[config.mk]
export PLATFORM = sky130hd
export DESIGN_NAME = fixed_service_queue_admission_unit
export DESIGN_NICKNAME = d
export VERILOG_FILES = /design/src/rtl/fsqa_pkg.sv /design/src/rtl/fsqa_ram.sv /design/src/rtl/fsqa_ctrl.sv /design/src/rtl/fixed_service_queue_admission_unit.sv
export VERILOG_INCLUDE_DIRS = /design/src /design/src/rtl
export SDC_FILE = /design/constraint.sdc
export NUM_CORES = 1
export LEC_CHECK = 0
export BUFFER_PORTS_ARGS = -buffer_cell sky130_fd_sc_hd__buf_2
export CAP_MARGIN = 20
export CORE_AREA = 5 5 297 299
export CTS_BUF_LIST = sky130_fd_sc_hd__clkbuf_4 sky130_fd_sc_hd__clkbuf_8
export CTS_CLUSTER_DIAMETER = 200
export CTS_CLUSTER_SIZE = 16
export DETAILED_ROUTE_END_ITERATION = 10
export DIE_AREA = 0 0 302 304
export PLACE_DENSITY_LB_ADDON = 0.25
export REMOVE_ABC_BUFFERS = 1
export SLEW_MARGIN = 20
export SYNTH_ARGS = -nofsm -noshare
export SYNTH_HDL_FRONTEND = slang
export SYNTH_SLANG_ARGS = --single-unit
[constraint.sdc]
create_clock -name clk -period 16 [get_ports clk]
set_input_delay 3.2 -clock clk [delete_from_list [all_inputs] [get_ports clk]]
set_output_delay 3.2 -clock clk [all_outputs]
set_load 0.01 [all_outputs]
[src/rtl/assert_macros.svh]
// Assertion macros for the RTL of the queue admission block, used by fsqa_ctrl.
// Depends on nothing; the including module must provide clk and rst_n.
`ifndef ASSERT_MACROS_SVH
`define ASSERT_MACROS_SVH

// Checked at every rising edge, suspended while reset is asserted.
`define FSQA_ASSERT(label, prop, msg) \
  label: assert property (@(posedge clk) disable iff (!rst_n) (prop)) else $error(msg);

// Checked at every rising edge, also during reset.
`define FSQA_ASSERT_ALWAYS(label, prop, msg) \
  label: assert property (@(posedge clk) (prop)) else $error(msg);

`endif

[src/rtl/fsqa_pkg.sv]
// Shared types and constants of the fixed service queue admission unit.
// Depends on nothing; imported by fsqa_ctrl and the top level.
package fsqa_pkg;

  localparam int ARR_W  = 31;
  localparam int TIME_W = 32;
  localparam int SVC_W  = 16;
  localparam int MAXW_W = 4;
  localparam int CFG_IDX_W = 8;

  localparam int WAIT_DEPTH_DEF = 16;

  localparam logic [SVC_W-1:0]  SERVICE_TIME_RST = 16'd300;
  localparam logic [MAXW_W-1:0] MAX_WAITING_RST  = 4'd1;

  // Configuration register indexes.
  localparam logic [CFG_IDX_W-1:0] CFG_SERVICE_TIME = 8'd0;
  localparam logic [CFG_IDX_W-1:0] CFG_MAX_WAITING  = 8'd1;

  typedef struct packed {
    logic [TIME_W-1:0] finish;
    logic              dropped;
  } res_t;

endpackage

[src/rtl/fsqa_ram.sv]
// Generic single-port-write, single-port-read RAM with a registered read.
// Depends on nothing; holds the finish times of waiting requests.
module fsqa_ram #(
  parameter int WIDTH = 32,
  parameter int DEPTH = 16
) (
  input  logic                     clk,
  input  logic                     we,
  input  logic [$clog2(DEPTH)-1:0] waddr,
  input  logic [WIDTH-1:0]         wdata,
  input  logic                     re,
  input  logic [$clog2(DEPTH)-1:0] raddr,
  output logic [WIDTH-1:0]         rdata
);

  logic [WIDTH-1:0] mem [DEPTH];
  logic [WIDTH-1:0] rdata_r;

  always_ff @(posedge clk) begin
    if (we) begin
      mem[waddr] <= wdata;
    end
    if (re) begin
      rdata_r <= mem[raddr];
    end
  end

  assign rdata = rdata_r;

endmodule

[src/rtl/fsqa_ctrl.sv]
// Sequencer of the queue admission unit: retires waiting entries from the
// ring RAM one per cycle, then admits or drops the request. Uses fsqa_pkg.
module fsqa_ctrl
  import fsqa_pkg::*;
#(
  parameter int WAIT_DEPTH = WAIT_DEPTH_DEF
) (
  input  logic                          clk,
  input  logic                          rst_n,
  input  logic                          in_valid,
  output logic                          in_ready,
  input  logic [ARR_W-1:0]              in_arrival_time,
  input  logic [SVC_W-1:0]              service_time,
  input  logic [MAXW_W-1:0]             max_waiting,
  input  logic                          res_ready,
  output logic                          res_valid,
  output res_t                          res,
  output logic                          ram_we,
  output logic [$clog2(WAIT_DEPTH)-1:0] ram_waddr,
  output logic [TIME_W-1:0]             ram_wdata,
  output logic                          ram_re,
  output logic [$clog2(WAIT_DEPTH)-1:0] ram_raddr,
  input  logic [TIME_W-1:0]             ram_rdata
);

`include "assert_macros.svh"

  localparam int IDX_W = $clog2(WAIT_DEPTH);
  localparam int CNT_W = $clog2(WAIT_DEPTH + 1);
  localparam int SUM_W = IDX_W + 1;
  localparam int CMP_W = (CNT_W > MAXW_W) ? CNT_W : MAXW_W;

  typedef enum logic [1:0] {
    ST_IDLE = 2'b01,
    ST_SCAN = 2'b10
  } state_t;

  state_t            state_r, state_nxt;
  logic [ARR_W-1:0]  arr_r, arr_nxt;
  logic [IDX_W-1:0]  head_r, head_nxt;
  logic [CNT_W-1:0]  count_r, count_nxt;
  logic [TIME_W-1:0] last_r, last_nxt;

  logic [IDX_W-1:0]  head_inc;
  logic [SUM_W-1:0]  tail_sum;
  logic [IDX_W-1:0]  tail;
  logic [TIME_W-1:0] arr_ext;
  logic              retire;
  logic              room_full;
  logic              late;
  logic              ring_full;
  logic              drop;
  logic              enqueue;
  logic [TIME_W-1:0] base;
  logic [TIME_W:0]   sum;
  logic [TIME_W-1:0] fin;

  assign arr_ext  = {1'b0, arr_r};
  assign head_inc = (head_r == IDX_W'(WAIT_DEPTH - 1)) ? '0 : head_r + 1'b1;
  assign tail_sum = SUM_W'(head_r) + SUM_W'(count_r);
  assign tail     = (tail_sum >= SUM_W'(WAIT_DEPTH)) ?
                    IDX_W'(tail_sum - SUM_W'(WAIT_DEPTH)) : IDX_W'(tail_sum);

  // The RAM output holds the entry at head_r while scanning.
  assign retire    = (count_r != '0) && (ram_rdata <= arr_ext);
  assign room_full = CMP_W'(count_r) > CMP_W'(max_waiting);
  assign late      = arr_ext < last_r;
  assign ring_full = count_r == CNT_W'(WAIT_DEPTH);
  assign drop      = room_full || (late && ring_full);
  assign enqueue   = !drop && late;
  assign base      = late ? last_r : arr_ext;
  assign sum       = {1'b0, base} + (TIME_W + 1)'(service_time);
  assign fin       = drop ? arr_ext : (sum[TIME_W] ? '1 : sum[TIME_W-1:0]);

  assign in_ready  = (state_r == ST_IDLE);
  assign ram_waddr = tail;
  assign ram_wdata = fin;

  always_comb begin
    state_nxt   = state_r;
    arr_nxt     = arr_r;
    head_nxt    = head_r;
    count_nxt   = count_r;
    last_nxt    = last_r;
    ram_re      = 1'b0;
    ram_raddr   = head_r;
    ram_we      = 1'b0;
    res_valid   = 1'b0;
    res.finish  = fin;
    res.dropped = drop;
    case (state_r)
      ST_IDLE: begin
        if (in_valid) begin
          arr_nxt   = in_arrival_time;
          ram_re    = 1'b1;
          state_nxt = ST_SCAN;
        end
      end
      ST_SCAN: begin
        if (retire) begin
          head_nxt  = head_inc;
          count_nxt = count_r - 1'b1;
          ram_re    = 1'b1;
          ram_raddr = head_inc;
        end else if (res_ready) begin
          res_valid = 1'b1;
          state_nxt = ST_IDLE;
          if (!drop) begin
            last_nxt = fin;
          end
          if (enqueue) begin
            ram_we    = 1'b1;
            count_nxt = count_r + 1'b1;
          end
        end
      end
      default: begin
        state_nxt = ST_IDLE;
      end
    endcase
  end

  always_ff @(posedge clk) begin
    if (!rst_n) begin
      state_r <= ST_IDLE;
      head_r  <= '0;
      count_r <= '0;
      last_r  <= '0;
    end else begin
      state_r <= state_nxt;
      head_r  <= head_nxt;
      count_r <= count_nxt;
      last_r  <= last_nxt;
    end
  end

  always_ff @(posedge clk) begin
    arr_r <= arr_nxt;
  end

  `FSQA_ASSERT(a_count_bound, count_r <= CNT_W'(WAIT_DEPTH), "wait count beyond ring depth")
  `FSQA_ASSERT(a_drop_finish, (res_valid && res.dropped) |-> (res.finish == arr_ext),
    "dropped request must finish at its arrival")
  `FSQA_ASSERT(a_write_admit, ram_we |-> (res_valid && !res.dropped && late),
    "ring written without admitting a late request")
  `FSQA_ASSERT(a_done_idle, res_valid |=> (state_r == ST_IDLE), "sequencer not idle after result")

endmodule

[src/rtl/fixed_service_queue_admission_unit.sv]
// Top level of the fixed service queue admission unit.
// Depends on fsqa_pkg, fsqa_ctrl and fsqa_ram.
//
// Usage:
//   Arrival times enter on the in_ channel (valid/ready); each accepted beat
//   yields exactly one result beat on the out_ channel carrying the finish
//   time and a dropped flag. service_time and max_waiting are written on the
//   cfg_ channel (index 0 and 1); cfg_ready is always high, and writes to
//   other indexes are ignored. Configuration is to be written by the user
//   only while idle; the block does not enforce this. Each item retires k
//   waiting entries (0 to WAIT_DEPTH) before its decision; the ring RAM's
//   single read port sets the pace: the sequencer examines one head entry
//   per cycle through a registered read.
//   The result sits in an output register; the next arrival is accepted while
//   it waits, and the sequencer holds its decision only when that register
//   is still full. in_ready is high whenever the sequencer is idle.
//   Reset (synchronous, active low) restores the register defaults, empties
//   the waiting room and clears the last finish time; the ring RAM needs no
//   clearing pass since only entries below the wait count are read.
module fixed_service_queue_admission_unit
  import fsqa_pkg::*;
#(
  parameter int WAIT_DEPTH = WAIT_DEPTH_DEF
) (
  input  logic                 clk,
  input  logic                 rst_n,
  input  logic                 in_valid,
  output logic                 in_ready,
  input  logic [ARR_W-1:0]     in_arrival_time,
  output logic                 out_valid,
  input  logic                 out_ready,
  output logic [TIME_W-1:0]    out_finish_time,
  output logic                 out_dropped,
  input  logic                 cfg_valid,
  output logic                 cfg_ready,
  input  logic [CFG_IDX_W-1:0] cfg_index,
  input  logic [SVC_W-1:0]     cfg_wdata
);

  localparam int IDX_W = $clog2(WAIT_DEPTH);

  logic [SVC_W-1:0]  svc_r, svc_nxt;
  logic [MAXW_W-1:0] maxw_r, maxw_nxt;
  logic              out_valid_r, out_valid_nxt;
  res_t              out_r, out_nxt;

  logic              res_ready;
  logic              res_valid;
  res_t              res;
  logic              ram_we;
  logic [IDX_W-1:0]  ram_waddr;
  logic [TIME_W-1:0] ram_wdata;
  logic              ram_re;
  logic [IDX_W-1:0]  ram_raddr;
  logic [TIME_W-1:0] ram_rdata;

  assign cfg_ready = 1'b1;
  assign res_ready = !out_valid_r || out_ready;

  always_comb begin
    svc_nxt  = svc_r;
    maxw_nxt = maxw_r;
    if (cfg_valid) begin
      case (cfg_index)
        CFG_SERVICE_TIME: svc_nxt  = cfg_wdata;
        CFG_MAX_WAITING:  maxw_nxt = cfg_wdata[MAXW_W-1:0];
        default: begin
        end
      endcase
    end
  end

  always_comb begin
    out_valid_nxt = out_valid_r;
    out_nxt       = out_r;
    if (res_valid) begin
      out_valid_nxt = 1'b1;
      out_nxt       = res;
    end else if (out_ready) begin
      out_valid_nxt = 1'b0;
    end
  end

  always_ff @(posedge clk) begin
    if (!rst_n) begin
      svc_r       <= SERVICE_TIME_RST;
      maxw_r      <= MAX_WAITING_RST;
      out_valid_r <= 1'b0;
    end else begin
      svc_r       <= svc_nxt;
      maxw_r      <= maxw_nxt;
      out_valid_r <= out_valid_nxt;
    end
  end

  always_ff @(posedge clk) begin
    out_r <= out_nxt;
  end

  assign out_valid       = out_valid_r;
  assign out_finish_time = out_r.finish;
  assign out_dropped     = out_r.dropped;

  fsqa_ctrl #(
    .WAIT_DEPTH(WAIT_DEPTH)
  ) u_ctrl (
    .clk            (clk),
    .rst_n          (rst_n),
    .in_valid       (in_valid),
    .in_ready       (in_ready),
    .in_arrival_time(in_arrival_time),
    .service_time   (svc_r),
    .max_waiting    (maxw_r),
    .res_ready      (res_ready),
    .res_valid      (res_valid),
    .res            (res),
    .ram_we         (ram_we),
    .ram_waddr      (ram_waddr),
    .ram_wdata      (ram_wdata),
    .ram_re         (ram_re),
    .ram_raddr      (ram_raddr),
    .ram_rdata      (ram_rdata)
  );

  fsqa_ram #(
    .WIDTH(TIME_W),
    .DEPTH(WAIT_DEPTH)
  ) u_ring (
    .clk  (clk),
    .we   (ram_we),
    .waddr(ram_waddr),
    .wdata(ram_wdata),
    .re   (ram_re),
    .raddr(ram_raddr),
    .rdata(ram_rdata)
  );

endmodule
* Word level (Yosys, flattened, before mapping) *
Memory sizes are Yosys's and may differ from the RTL's. A register that Yosys moved wholly into a read port is not among the register bits.
Cells that the tools add are included.

word-level totals
  memories kept = 1
  memory bits (writable) = 512
  logic and storage cells = 77
  register bits after elaboration = 128

memories
  memory      words  bits a word  read ports  clocked after Yosys merged registers in  write ports  line            text
  u_ring.mem  16     32           1           1                                        1            fsqa_ram.sv:16  logic [WIDTH-1:0] mem [DEPTH];

operators by class
  bitwise operators = 2
  reductions and logical operators = 18
  muxes and demuxes = 28
  $add $sub $neg = 6
  order comparisons = 4
  equality and inequality tests = 8

operator list
  cell                                                                 number
  32-bit two-way mux                                                   3
  32-bit by 16-bit adder with 33-bit output                            1
  32-bit by 31-bit <= comparator with 1-bit output                     1
  31-bit by 32-bit < comparator with 1-bit output                      1
  4-bit two-way mux                                                    4
  5-bit two-way mux                                                    3
  1-bit two-way mux                                                    13
  8-bit by 1-bit == test with 1-bit output (second input constant)     1
  8-bit zero test                                                      1
  2-bit two-way mux                                                    3
  2-bit != test (second input constant)                                3
  2-bit AND reduction                                                  3
  3-bit AND reduction                                                  2
  2-bit nonzero test                                                   3
  4-bit by 5-bit adder with 5-bit output                               1
  5-bit by 1-bit adder with 5-bit output (second input constant)       1
  5-bit == test (second input constant)                                1
  5-bit >= comparator (second input constant)                          1
  5-bit by 4-bit greater-than comparator with 1-bit output             1
  5-bit nonzero test                                                   1
  5-bit by 1-bit subtractor with 5-bit output (second input constant)  1
  4-bit by 1-bit adder with 4-bit output (second input constant)       1
  4-bit == test (second input constant)                                1
  2-bit case mux with 2 select lines                                   1
  9 further kinds                                                      14

* Depth between registers and ports, before layout *
Gate-level depths: netlist (run 1).

  depth in word-level cells = 11
  gate-level depth with buffers = 26

* By module *
Synthesis (run 1) repeated with hierarchy kept, for this count alone.

unflattened totals
  cells, all modules = 1815
  area, all modules = 28989.1 um^2

modules (own cells, without submodules)
  module                              instances  area each (um^2)  cells each
  fsqa_ram                            1          20155.6           838
  fsqa_ctrl                           1          6944.2            849
  fixed_service_queue_admission_unit  1          1889.3            128

* Worst setup path after synthesis (run 1) *
OpenSTA, ideal clock, no wires.

  path type = input to register
  start = input out_ready
  end = memory u_ring.mem[0][0], enable pin
  slack = 8.693 ns
  arrival time = 6.846 ns
  stages on the path = 6
  cells stage by stage = nor2b_1 > nand2b_1 > inv_1 > nand4_1 > or2_2 > nor3_1

on the way
  longest elaborated chain between the ends = 6

RTL lines
  item                                     line                                      text
  start, declared                          fixed_service_queue_admission_unit.sv:31  input logic out_ready,
  1-bit logical OR                         fixed_service_queue_admission_unit.sv:58  assign res_ready = !out_valid_r || out_ready;
  1-bit two-way mux                        fsqa_ctrl.sv:105                          end else if (res_ready) begin
  1-bit two-way mux                        fsqa_ctrl.sv:100                          if (retire) begin
  1-bit two-way mux                        fsqa_ctrl.sv:91                           case (state_r)
  1-bit two-way mux                        fsqa_ram.sv:20                            if (we) begin
  1-bit two-way mux (implied by the code)  fsqa_ram.sv:21                            mem[waddr] <= wdata;
  end, declared                            fsqa_ram.sv:16

No other way between the ends.

* Worst setup path after layout (run 1) *
  start = register u_ctrl.last_r[21]
  end = memory u_ring.mem[4][2] (data pin)

on the way
  longest elaborated chain between the ends = 5
  elaborated cells between the ends (all ways) = 7
  classes of those cells = add/sub (1); order compare (1); mux (3); reduce/logical (2)

RTL lines
  item                                             line                                      text
  start, declared                                  fsqa_ctrl.sv:42                           logic [TIME_W-1:0] last_r, last_nxt;
  start signal, assigned                           fsqa_ctrl.sv:133                          last_r <= last_nxt;
  31-bit by 32-bit < comparator with 1-bit output  fsqa_ctrl.sv:67                           assign late = arr_ext < last_r;
  32-bit two-way mux                               fsqa_ctrl.sv:71                           assign base = late ? last_r : arr_ext;
  32-bit by 16-bit adder with 33-bit output        fsqa_ctrl.sv:72                           assign sum = {1'b0, base} + (TIME_W + 1)'(service_time);
  32-bit two-way mux                               fsqa_ctrl.sv:73                           assign fin = drop ? arr_ext : (sum[TIME_W] ? '1 : sum[TIME_W-1:0]);
  32-bit two-way mux (*)                           fsqa_ctrl.sv:73
  named net ram_wdata[2]                           fixed_service_queue_admission_unit.sv:52  logic [TIME_W-1:0] ram_wdata;

Mark *: on every way through the listed nets, which the timed path passes. The rest lies on a longest branch.

==> flow_results.org, run 1 <==
** Critical path
- Walking the worst path, the cells encountered are inv_1 -> ha_1 -> a21oi_1 -> nor2b_1 -> o21ai_0 -> o311ai_0 -> a211oi_2 -> nand2_2 -> nor2_1 -> a21o_1 -> inv_1 -> fa_1 -> nor2b_1 -> o21bai_1 -> a31oi_1 -> nor3_1 -> o31ai_4 -> o211a_1 -> nor2_1 -> o21ai_1.
- The worst setup path is captured at a flop.
- Data on the critical path is required at its endpoint by 16320 ps.
- R2r endpoint :: u_ring.mem[4][2]
- The slowest stage of the critical path belongs to the cell sky130_fd_sc_hd__o211a_1.
- Worst R2R Setup Slack :: between 8000 and 9000 ps
- The critical path starts at u_ctrl.last_r[21].
- Worst-path fanout max :: 26
- Data arrives at the worst endpoint at about 7800 ps.
- Count of cells along the worst register-to-register path :: 20
- Startpoint of the lowest-slack register-to-register path :: u_ctrl.last_r[21]
- The critical path is of the flop to flop type.
- In this design, the stage delay of the slowest critical-path cell is between 900 and 1000 ps.
- Sort of element at the start of the critical path :: flop

** Die
- Initial cell density of the core :: 0.347
- The die covers between 90000 and 100000 um2.
- I/O pin count :: 96
- The die is 302 um wide.
- The die is slightly above 300 um tall.
- In this run the core area contains approximately 110 standard-cell rows.
- Total core area :: about 85000 um2

** Yosys
- In the synthesized netlist, the number of instances is 2215.
- Among all flip-flop cells after synthesis, the most frequent one is sky130_fd_sc_hd__edfxtp_1.
- Of the total synthesized cell area, the portion taken by AND, OR, NAND and NOR gates is 0.0799.
- XOR/XNOR Fraction of Synth Area :: 0.00862
- Proportion of synthesized area in mux cells :: 0.0566
- The commonest cells after synthesis are sky130_fd_sc_hd__edfxtp_1 (608), sky130_fd_sc_hd__nand2_1 (294), sky130_fd_sc_hd__a21oi_1 (173).
- Yosys cell types :: approximately 70
- sky130_fd_sc_hd__edfxtp_1 is the most common cell in the netlist.
- The compound-cell area share of the yosys netlist is 0.119.
- The synthesized design contains roughly 670 register bits.
- sky130_fd_sc_hd__edfxtp_1 takes more of the synthesized area than any other cell.
- A synthesized cell averages roughly 13 um2.
- By area, the combinational part of the netlist is dominated by compound AO/OA/AOI/OAI gates.
- Number of warnings reported in the yosys synthesis log :: 0
- Of the post-synthesis cell area, the dominant cell type holds 0.620.
- Cell Area, Synth :: about 29000 um2
- Counting flops with a built-in enable in the synthesized netlist gives 608.
- The share of the Yosys chip area taken by registers is 0.663.
- Arithmetic-cell share of the synthesized area counting full adders, half adders and majority gates :: 0.0403
- After synthesis, the cell types taking the most area are sky130_fd_sc_hd__edfxtp_1 (62%), sky130_fd_sc_hd__mux2i_1 (5.2%), sky130_fd_sc_hd__dfxtp_1 (4.3%).
- Counting flops with an async set or reset pin after synthesis yields a share of 0.

** Final layout
- Of the cells placed in the final design, the portion with a size suffix greater than 1 is 0.135.
- Relative to the synthesized area, the layout overhead comes to 9.86%.
- The final layout contains between 2000 and 2500 nets.
- After filler insertion, the fill cell instance count of the layout stands at 8140.

** Place
- Routability-driven placement finished with a final weighted congestion of 0.922.
- HPWL after detailed placement :: between 50000 and 60000 um
- Number of I/O port buffers :: 94

** Global route
- Via count of the first global-routing pass :: roughly 18000
- Largest net degree at the start of global routing :: 90
- Antenna violations before repair :: 6
- In the global route stage, met1 resource usage came out at 0.267.
- In the global route stage, met3 resource usage came out at 0.0263.
- The first global-routing pass estimated approximately 130000 um of wire.
- For this run, global-route usage on met2 was measured as 0.294.
- For this run the aggregate overflow at the end of global routing stands at 0.
- Across every metal layer, demand over resource in global routing totals 0.184.
- met2 is the most crowded layer.

** Clock network
- Total setup buffers inserted after CTS :: 0
- CTS resizes :: 0
- Total number of H-tree levels :: 2
- The clock drives 672 sinks.
- Clock insertion delay at the later pin of the skew report :: 700 ps
- Register clock-pin slew on the reported worst setup and hold paths :: 120 ps
- Maximum number of buffers from clock root to sink :: 3
- CTS Root Cell :: sky130_fd_sc_hd__clkbuf_8
- TritonCTS built the clock tree.
- Hold bufs inserted after CTS :: 0
- TritonCTS buffer count :: 47

** Timing
- F_max :: between 100 and 150 MHz
- Setup repair after global routing missed its margin :: no
- The clock period could shrink to 7440 ps.
- Worst Tran Pin Value :: 1070 ps
- Across the routed clock network, the largest skew measured is between 40 and 50 ps.
- Relative slew slack :: 0.290
- Final worst hold slack :: 476 ps
- Fin. Hold Viols :: 0
- Dividing the final minimum period by the clock period gives 0.465.
- The number of pins with negative max-slew slack in the final report is 0.
- Final TNS setup :: 0 ps
- Setup violations remaining at the end of the flow were counted as 0.

** Min path
- For hold timing, the worst endpoint is u_ctrl.state_r[0].
- Min-delay worst type :: flop to flop
- Min-delay src :: u_ctrl.state_r[0]
- Worst Hold Depth :: 2

** Power and ir drop
- After layout, the design draws a total of about 3.2 mW.
- Dividing total power by cell area gives a power density of slightly below 100 nW/um2.
- VDD sags by at most ~0.000065 V.
- P_leak :: approximately 11 nW

** Drt
- After detailed routing, the number of vias per cell comes to 5.37.
- First-pass DRT Iterations :: 5
- The count of nets left with antenna violations once routing finished came out at 0.
- In the final routed layout, each cell accounts on average for ~25 um.
- For this block, the routed nets add up to slightly below 90000 um of wire.
- DR DRC count :: 0
- Via count of the routed design :: between 15000 and 20000
- DRC marker count from the first detailed-route iteration :: about 1600

** Outcome
- Outcome :: finished, final reports clean

** Job
- Max-cap violation count :: 0
critical path: cells and delay by family (launching register included):
kind                     cells  cell delay [ps]
AO/OA/AOI/OAI               10             4200
adder cells (fa/ha/maj)      2              750
buffers and inverters        2              180
flip-flops                   1              490
AND/OR/NAND/NOR              6             1430
layout make-up:
cell class,instances,area [um2],area share
Antenna cell,3,7.51,0.000232
Clock buffer,85,932,0.0288
Clock inverter,3,22.5,0.000696
Inverter,83,312,0.00962
Multi-Input combinational cell,1342,9270,0.286
Sequential cell,672,19500,0.604
Tap cell,1144,1430,0.0442
Timing Repair Buffer,146,861,0.0266
through the flow:
step	instances	area (um2)	utilization	setup WS, ps
after floorplan	2097	28800	-	6440
after global placement	3386	31300	0.369	8340
after detailed placement	3386	31300	0.369	8380
after CTS	3474	32300	0.380	8320
after global routing	3476	32400	0.381	8000
final	3478	32400	0.381	8560
where the power goes:
group	internal [mW]	total (mW)	switching (mW)
registers	2.00	2.01	0.0170
clock network	0.367	0.920	0.553
logic	0.0749	0.268	0.193
total	2.44	3.20	0.763
layout by cell type, fill, tap and decap left out, drive strengths merged, types with 4 or more instances in the layout:
| cell type | instances |
|---|---|
| nor2 | 71 |
| buf | 146 |
| o211a | 15 |
| o221a | 8 |
| ha | 90 |
| and2 | 5 |
| edfxtp | 608 |
| a211oi | 6 |
| nor4 | 7 |
| xnor2 | 25 |
| o21bai | 5 |
| a21oi | 173 |
| o211ai | 6 |
| o21a | 11 |
| a21o | 13 |
| a32o | 32 |
| nand4 | 23 |
| dfxtp | 64 |
| nor3 | 33 |
| nand3 | 42 |
| o21ai | 77 |
| inv | 83 |
| mux2 | 10 |
| nand2b | 10 |
| xor2 | 4 |
| mux2i | 155 |
| and3 | 7 |
| a211o | 38 |
| o22ai | 35 |
| clkbuf | 85 |
| a21boi | 5 |
| a22oi | 66 |
| nand2 | 296 |
| nor2b | 27 |
| a31oi | 9 |
worst max path at each step:
| stage | end | slack (ps) |
|---|---|---|
| final | u_ring.mem[4][2] | 8560 |
| after global routing | u_ring.mem[4][2] | 8000 |
| after detailed placement | out_finish_time[3] | 8380 |
| after global placement | out_finish_time[27] | 8340 |
| after CTS | u_ring.mem[5][3] | 8320 |
| after floorplan | u_ring.rdata[0] | 6440 |
kinds of logic after synthesis:
group / after synthesis
AND/OR/NAND/NOR: 531
XOR/XNOR: 29
adder cells (fa/ha/maj): 93
AO/OA/AOI/OAI: 523
other: 1
buffers and inverters: 201
multiplexers: 165
flip-flops: 672
registers in the layout, indices dropped and copies added (netlist names), 2 cells and up:
register and flops:
u_ring.mem 512, u_ctrl.arr_r 31, maxw_r 4, u_ctrl.last_r 32, svc_r 16, u_ring.rdata 32
u_ctrl.head_r 4, out_finish_time 32, u_ctrl.count_r 5, u_ctrl.state_r 2
layer usage:
| metal | routed length [um] | share of wire |
|---|---|---|
| met5 | 0 | 0 |
| met4 | 2110 | 0.024 |
| met3 | 5340 | 0.061 |
| met2 | 40400 | 0.46 |
| met1 | 39300 | 0.45 |
Note: power is estimated with default switching activity, not from simulation.
==> inputs of run 2 (changes only) <==
Clock period 16 ns to 6.5 ns, I/O delays scaled along.
==> flow_results.org, run 2 (synthesis gave the netlist of run 1 again) <==
** Timing
- Worst Tran Pin Value :: 1120 ps (+55.8 ps)
- The highest clock rate is 166 MHz (+24%).
- The final period utilization came to 0.925 (+0.460).
- Setup repair after global routing left no endpoint under its margin.
- The final count of negative-setup-slack endpoints is 0 (unchanged).
- Relative slew slack :: 0.248 (-0.0413)
- The number of pins with negative max-slew slack in the final report came to 0 (unchanged).
- The minimum hold slack came to 475 ps (-0.197 ps).
- Final period demand of the worst path :: 6020 ps (-1430 ps)
- The worst clock skew was 55.4 ps (+14.0 ps).
- The number of failing hold endpoints at the final stage was 0 (unchanged).

** Drt
- The remaining design rule violation count is 0 (unchanged).
- The number of DRC markers in iteration 0 was 1615 (+4.2%).
- First-pass DRT Iterations :: 5 (unchanged)
- The total number of vias was 18641 (-0.22%).
- The wire length after detailed routing came to 86800 um (-0.43%).
- The count of nets left with antenna violations after detail routing is 0 (unchanged).
- Via/cell ratio :: 5.33 (-0.73%)
- The detail-routed net length per standard cell is 24.8 um (-0.94%).

** Final layout
- The net count reported at finish was 2465 (+0.82%).
- In the layout the commonest cells are sky130_fd_sc_hd__edfxtp_1 (608), sky130_fd_sc_hd__nand2_1 (294), sky130_fd_sc_hd__a21oi_1 (169), sky130_fd_sc_hd__mux2i_1 (153), sky130_fd_sc_hd__buf_2 (94).
- From synthesis to final layout, the design area changed by 10.9%.
- The share of post-route cells with drive strength above 1 is 0.140 (+0.00492).
- Leaving out fill and tap cells, the most frequent cell in the layout is sky130_fd_sc_hd__edfxtp_1.
- The non-filler instance count after layout came to 3496 (+0.52%).
- Final core utilization :: 0.385 (+0.00377)
- Top register by number of flip-flops :: u_ring.mem
- Flip-flop count of the largest register after layout :: 512 (unchanged)

** Min path
- The tightest min-delay check is of the flop to flop type.

** Die
- Die Area :: 91800 um2 (unchanged)
- The vertical extent of the die came to 304 um (unchanged).
- The core region area came to 84900 um2 (unchanged).
- Die extent in x :: 302 um (unchanged)
- The starting density of the core came to 0.347 (unchanged).
- I/O pin count :: 96 (unchanged)
- FP Rows :: 107 (unchanged)

** Clock network
- CTS Root Cell :: sky130_fd_sc_hd__clkbuf_8
- The number of buffers added to fix hold violations after cts is 0 (unchanged).
- TritonCTS clock tree :: yes
- The buffers inserted during post-CTS setup optimization came to 0 (unchanged).
- Total number of H-tree levels :: 2 (unchanged)
- CTS resizes :: 0 (unchanged)
- The clock latency on the worst-skew pair was 690 ps (about the same).
- The maximum clock path buffer count came to 3 (unchanged).
- The CTS sink count was 672 (unchanged).
- Register clock-pin slew on the reported worst setup and hold paths :: 120 ps (about the same)
- TritonCTS buffer count :: 47 (unchanged)

** Power and ir drop
- The power per standard cell area was 242 nW/um2 (+140%).
- P_leak :: 10.9 nW (+1.6%)
- The maximum resistive drop on vdd came to 0.000174 V (+170%).

** Global route
- Wire length of the first global-routing pass :: 125000 um (-0.63%)
- The maximum number of pins on one net before global-route repair was 115 (+28%).
- Aggregate global routing overflow :: 0 (unchanged)
- The initial antenna violation count came to 3 (-3).
- The number of global-route vias before repair came to 18115 (-1.0%).
- The global router's overall resource usage was 0.183 (-0.00126).

** Place
- HPWL after detailed placement :: 53400 um (+2.5%)
- The placed instance count was 3405 (+0.56%).
- Number of I/O port buffers :: 94 (unchanged)
- The final RePlAce weighted congestion is 0.912 (-1.1%).

** Outcome
- The run finished with clean final reports.

** Critical path
- The slack of the worst reg-to-reg path was 480 ps (-8070 ps).
- Worst path arrival time :: 6320 ps (-1440 ps)
- The worst setup path is launched from a flop.
- Crit path kind :: flop to flop
- The maximum fanout encountered on the critical timing path was 17 (-35%).
- Data required time of the worst path :: 6800 ps (-9520 ps)
- STA classifies the critical path endpoint as a flop.

** Job
- Max-cap violation count :: 0 (unchanged)
==> run 2: cell types whose count changed in the layout (fill, tap and decap cells not counted), sizes merged <==
cell      delta
buf         +20
clkbuf       +1
clkinvlp     -3
==> run 2: area by class of cell <==
cell class                 count  area, um2
antenna                        3       7.51
clock buffer                  86        952
fill                        8054      52200
inverter                      83        312
multi-input combinational   1342       9240
sequential                   672      19500
tap                         1144       1430
timing repair buffer         166       1210
==> run 2: final timing paths <==
kind,end,start,cells after the start
worst min-delay path,u_ctrl.state_r[0],u_ctrl.state_r[0],2
worst min register to register,u_ctrl.state_r[0],u_ctrl.state_r[0],2
worst max register to register,u_ring.mem[7][17],u_ctrl.last_r[21],24
worst max-delay path,u_ring.mem[7][17],u_ctrl.last_r[21],24
==> run 2: critical path, cell delays in order (launching register included) <==
cell,delay (ps)
sky130_fd_sc_hd__dfxtp_1,490
sky130_fd_sc_hd__inv_1,120
sky130_fd_sc_hd__ha_1,320
sky130_fd_sc_hd__a21oi_1,150
sky130_fd_sc_hd__nor2b_1,50
sky130_fd_sc_hd__o21ai_0,140
sky130_fd_sc_hd__o311ai_0,220
sky130_fd_sc_hd__a211o_1,390
sky130_fd_sc_hd__nor2_4,170
sky130_fd_sc_hd__nand2_1,90
sky130_fd_sc_hd__nand2_1,70
sky130_fd_sc_hd__ha_1,160
sky130_fd_sc_hd__inv_1,70
sky130_fd_sc_hd__fa_1,410
sky130_fd_sc_hd__nor2b_1,200
sky130_fd_sc_hd__o21bai_1,110
sky130_fd_sc_hd__a31oi_1,250
sky130_fd_sc_hd__nor3_1,110
sky130_fd_sc_hd__o31ai_2,220
sky130_fd_sc_hd__buf_4,190
sky130_fd_sc_hd__buf_4,170
sky130_fd_sc_hd__o211a_1,390
sky130_fd_sc_hd__buf_4,240
sky130_fd_sc_hd__a21oi_1,70
sky130_fd_sc_hd__o21ai_1,820
==> run 2: report_power, final <==
part	leakage, nW	total (mW)	switching, mW	internal (mW)
logic	4.32	0.666	0.473	0.192
clock network	0.523	2.28	1.37	0.917
registers	6.06	4.95	0.0402	4.91
==> run 2: stage by stage <==
step	setup TNS, ps	power (mW)	instance area [um2]	worst slack (ps)
after floorplan	-336010	5.41	28800	-3060
after global placement	0	5.68	31700	705
after detailed placement	0	5.70	31700	527
after CTS	0	7.95	32600	466
after global routing	0	8.18	32700	115
final	0	7.90	32700	485
==> run 2: metal layers <==
layer | part of all wire | routed length (um) | track usage
met3 | 0.056 | 4820 | 0.0254
met1 | 0.45 | 39300 | 0.263
met2 | 0.47 | 40400 | 0.294
met4 | 0.026 | 2210 | 0.0469
met5 | 0.00015 | 13 | 0
==> inputs of run 3 (changes only) <==
Clock period 6.5 ns to 6 ns, I/O delays scaled along.
==> flow_results.org, run 3 (synthesis gave the netlist of run 1 again) <==
** Clock network
- The clock buffer count from CTS is 47 (unchanged).
- Clock sink count :: 672 (unchanged)
- The maximum level of the CTS H-tree was 2 (unchanged).
- TritonCTS clock tree :: yes
- Maximum number of buffers from clock root to sink :: 3 (unchanged)
- Clock insertion delay at the later pin of the skew report :: 680 ps (about the same)
- The buffers inserted during post-CTS setup optimization was 0 (unchanged).
- The number of buffers added to fix hold violations after cts is 0 (unchanged).
- CTS Root Cell :: sky130_fd_sc_hd__clkbuf_8
- Register clock-pin slew on the reported worst setup and hold paths :: 110 ps (about the same)

** Final layout
- Ratio of cells with drive above 1 in the final layout :: 0.147 (+0.00737)
- Final core utilization :: 0.387 (+0.00201)
- Synthesis-to-layout area growth :: 11.5%
- The library cell used most frequently in the layout, excluding fill and tap cells, is sky130_fd_sc_hd__edfxtp_1.
- The non-filler instance count after layout came to 3522 (+0.74%).
- Fillers :: 8128 (+0.92%)
- The top cell types in the final layout, fill and taps aside, are sky130_fd_sc_hd__edfxtp_1 (608), sky130_fd_sc_hd__nand2_1 (294), sky130_fd_sc_hd__a21oi_1 (172), sky130_fd_sc_hd__mux2i_1 (153), sky130_fd_sc_hd__buf_2 (94).
- Layout Nets :: 2491 (+1.1%)
- u_ring.mem holds more flip-flops than any other register.
- Flip-flop count of the largest register after layout :: 512 (unchanged)
- The final instance area is 32900 um2 (+0.52%).

** Critical path
- The worst setup path is launched from a flop.
- The maximum fanout encountered on the critical timing path is 29 (+12).
- The number of cells on the worst reg-to-reg path is 22 (-8.3%).
- Startpoint of the lowest-slack register-to-register path :: u_ctrl.last_r[21]
- Worst R2R Setup Slack :: 410 ps (-80 ps)
- STA classifies the critical path endpoint as a flop.
- The data arrival time of the worst path is 6020 ps (-300 ps).
- Crit path kind :: flop to flop
- R2r endpoint :: u_ring.mem[9][30]
- Data required time of the worst path :: 6420 ps (-380 ps)

** Timing
- The relative max-transition margin was 0.269 (+0.0205).
- The minimum period implied by the final worst setup slack was 5590 ps (-421 ps).
- The final period utilization was 0.932 (+0.00695).
- F_max :: 179 MHz (+7.5%)
- The worst clock skew is 51.5 ps (-3.92 ps).
- The actual transition at the worst max-transition pin is 1100 ps (-24.7 ps).
- Setup repair after global routing missed its margin :: no
- Final worst hold slack :: 480 ps (+4.85 ps)
- The final total negative setup slack came to 0 ps (unchanged).
- Setup WS post-layout :: 406 ps (-79.0 ps)
- The number of failing hold endpoints at the final stage came to 0 (unchanged).
- Final Max Tran Viols :: 0 (unchanged)
- The final count of negative-setup-slack endpoints came to 0 (unchanged).

** Die
- The horizontal die dimension was 302 um (unchanged).
- I/O pin count :: 96 (unchanged)
- Die Area :: 91800 um2 (unchanged)
- The standard-cell row count came to 107 (unchanged).
- The core region area is 84900 um2 (unchanged).
- The starting density of the core came to 0.347 (unchanged).
- The vertical extent of the die was 304 um (unchanged).

** Power and ir drop
- The maximum resistive drop on vdd came to 0.000148 V (-15%).
- Cell-internal power :: 6.54 mW (+8.6%)
- P_leak :: 11.0 nW (+1.1%)
- Switching power of the nets :: 2.02 mW (+7.6%)
- Sequential Power Share :: 0.625 (-0.002)
- Combinational cell fraction of total power :: 0.088 (+0.004)
- The power share of the clock group was 0.287 (-0.002).
- The power consumption was 8.56 mW (+8.3%).
- The power per standard cell area came to 261 nW/um2 (+7.8%).
- Switching fraction of total power :: 0.236 (-0.00168)

** Global route
- GRT Resource Usage Total :: 0.182 (-0.00102)
- The first-pass GRT wire length was 125000 um (-0.27%).
- The number of global-route vias before repair is 18321 (+1.1%).
- Antenna violations before repair :: 7 (+4)
- Largest net degree at the start of global routing :: 109 (-5.2%)
- Aggregate global routing overflow :: 0 (unchanged)

** Place
- The final RePlAce weighted congestion is 0.915 (+0.23%).
- Placed inst area :: 31900 um2 (+0.58%)
- The placed instance count came to 3433 (+0.82%).
- The detailed placer's ending HPWL came to 53100 um (-0.56%).
- Worst setup timing slack at the placement stage :: -8.14 ps (-535 ps)
- The number of buffer cells added on primary ports is 94 (unchanged).

** Min path
- The worst hold path begins at u_ctrl.state_r[0].
- The worst hold path belongs to the class flop to flop.
- Hold path endpoint :: u_ctrl.state_r[0]
- The number of stages on the worst hold path was 2 (unchanged).

** Drt
- The remaining design rule violation count is 0 (unchanged).
- Via count of the routed design :: 18743 (+0.55%)
- The count of nets left with antenna violations after detail routing is 0 (unchanged).
- Via/cell ratio :: 5.32 (-0.20%)
- The wire length after detailed routing was 86400 um (-0.46%).
- The number of DRC markers in iteration 0 is 1805 (+12%).
- The first-pass iteration count of the detailed router came to 6 (+1).
- Average wire per cell in the routed design :: 24.5 um (-1.2%)

** Outcome
- The flow ran to the end, and the final reports show no timing, DRC or antenna violations.

** Job
- The number of max-cap violations was 0 (unchanged).
## run 3: cell types whose count changed in the layout (fill, tap and decap cells not counted), moves of 2 or more
cell	change
sky130_fd_sc_hd__buf_4	+28
sky130_fd_sc_hd__a21oi_2	-3
sky130_fd_sc_hd__a21oi_1	+3
sky130_fd_sc_hd__o21ai_2	-4
sky130_fd_sc_hd__buf_12	-2
sky130_fd_sc_hd__o21ai_1	+4
## run 3: worst max-delay path by stage
stage,start,end,slack (ps)
2_1_floorplan,u_ctrl.arr_r[27],u_ring.rdata[0],-3560
3_3_place_gp,u_ctrl.last_r[21],u_ring.mem[5][30],140
3_5_place_dp,u_ctrl.last_r[21],u_ring.mem[6][30],-8
4_1_cts,u_ctrl.last_r[21],u_ring.mem[13][26],110
5_1_grt,u_ctrl.last_r[21],u_ring.mem[11][21],30
6_report,u_ctrl.last_r[21],u_ring.mem[9][30],410
## run 3: cell type report
cell class,instances,area [um2],area share
clock buffers,85,945,0.0287
well taps,1144,1430,0.0436
multi-input cells,1342,9240,0.281
repair buffers,192,1380,0.0420
diodes,4,10.0,0.000305
inverters,83,312,0.00948
flip-flops and latches,672,19500,0.595
## run 3: metal layers
layer | vias to the layer above | part of all wire | GRT usage
met5 | - | 0.00044 | 0
met4 | 6 | 0.029 | 0.0511
met3 | 139 | 0.067 | 0.0330
met2 | 636 | 0.45 | 0.283
met1 | 9357 | 0.45 | 0.263
li1 | 8605 | - | -
## run 3: worst max-delay path, stage by stage, from the launching register on
cell,delay (ps)
sky130_fd_sc_hd__dfxtp_1,480
sky130_fd_sc_hd__inv_1,120
sky130_fd_sc_hd__ha_1,320
sky130_fd_sc_hd__a21oi_1,170
sky130_fd_sc_hd__nor2b_1,60
sky130_fd_sc_hd__o21ai_0,180
sky130_fd_sc_hd__o311ai_0,240
sky130_fd_sc_hd__a211o_1,390
sky130_fd_sc_hd__nor2_4,130
sky130_fd_sc_hd__buf_4,290
sky130_fd_sc_hd__o21ai_0,140
sky130_fd_sc_hd__ha_1,330
sky130_fd_sc_hd__a21oi_1,210
sky130_fd_sc_hd__nor2b_1,250
sky130_fd_sc_hd__a31oi_1,150
sky130_fd_sc_hd__nor3_1,320
sky130_fd_sc_hd__o31ai_2,130
sky130_fd_sc_hd__buf_12,170
sky130_fd_sc_hd__nor4b_1,140
sky130_fd_sc_hd__a31oi_1,260
sky130_fd_sc_hd__nor2_1,120
sky130_fd_sc_hd__xnor2_1,350
sky130_fd_sc_hd__a2bb2oi_4,390
## run 3: timing repair
item | in CTS | in global routing
resized for setup | 1 | 6
setup endpoints to repair | 17 | 68
pin swaps | 0 | 1
## run 3: power groups by stage
stage | Sequential [mW] | Combinational [mW] | Clock, mW
2_1_floorplan | 5.46 | 0.406 | 0
3_3_place_gp | 5.46 | 0.732 | 0
3_5_place_dp | 5.46 | 0.749 | 0
4_1_cts | 5.35 | 0.754 | 2.54
5_1_grt | 5.36 | 0.837 | 2.70
6_report | 5.35 | 0.753 | 2.45
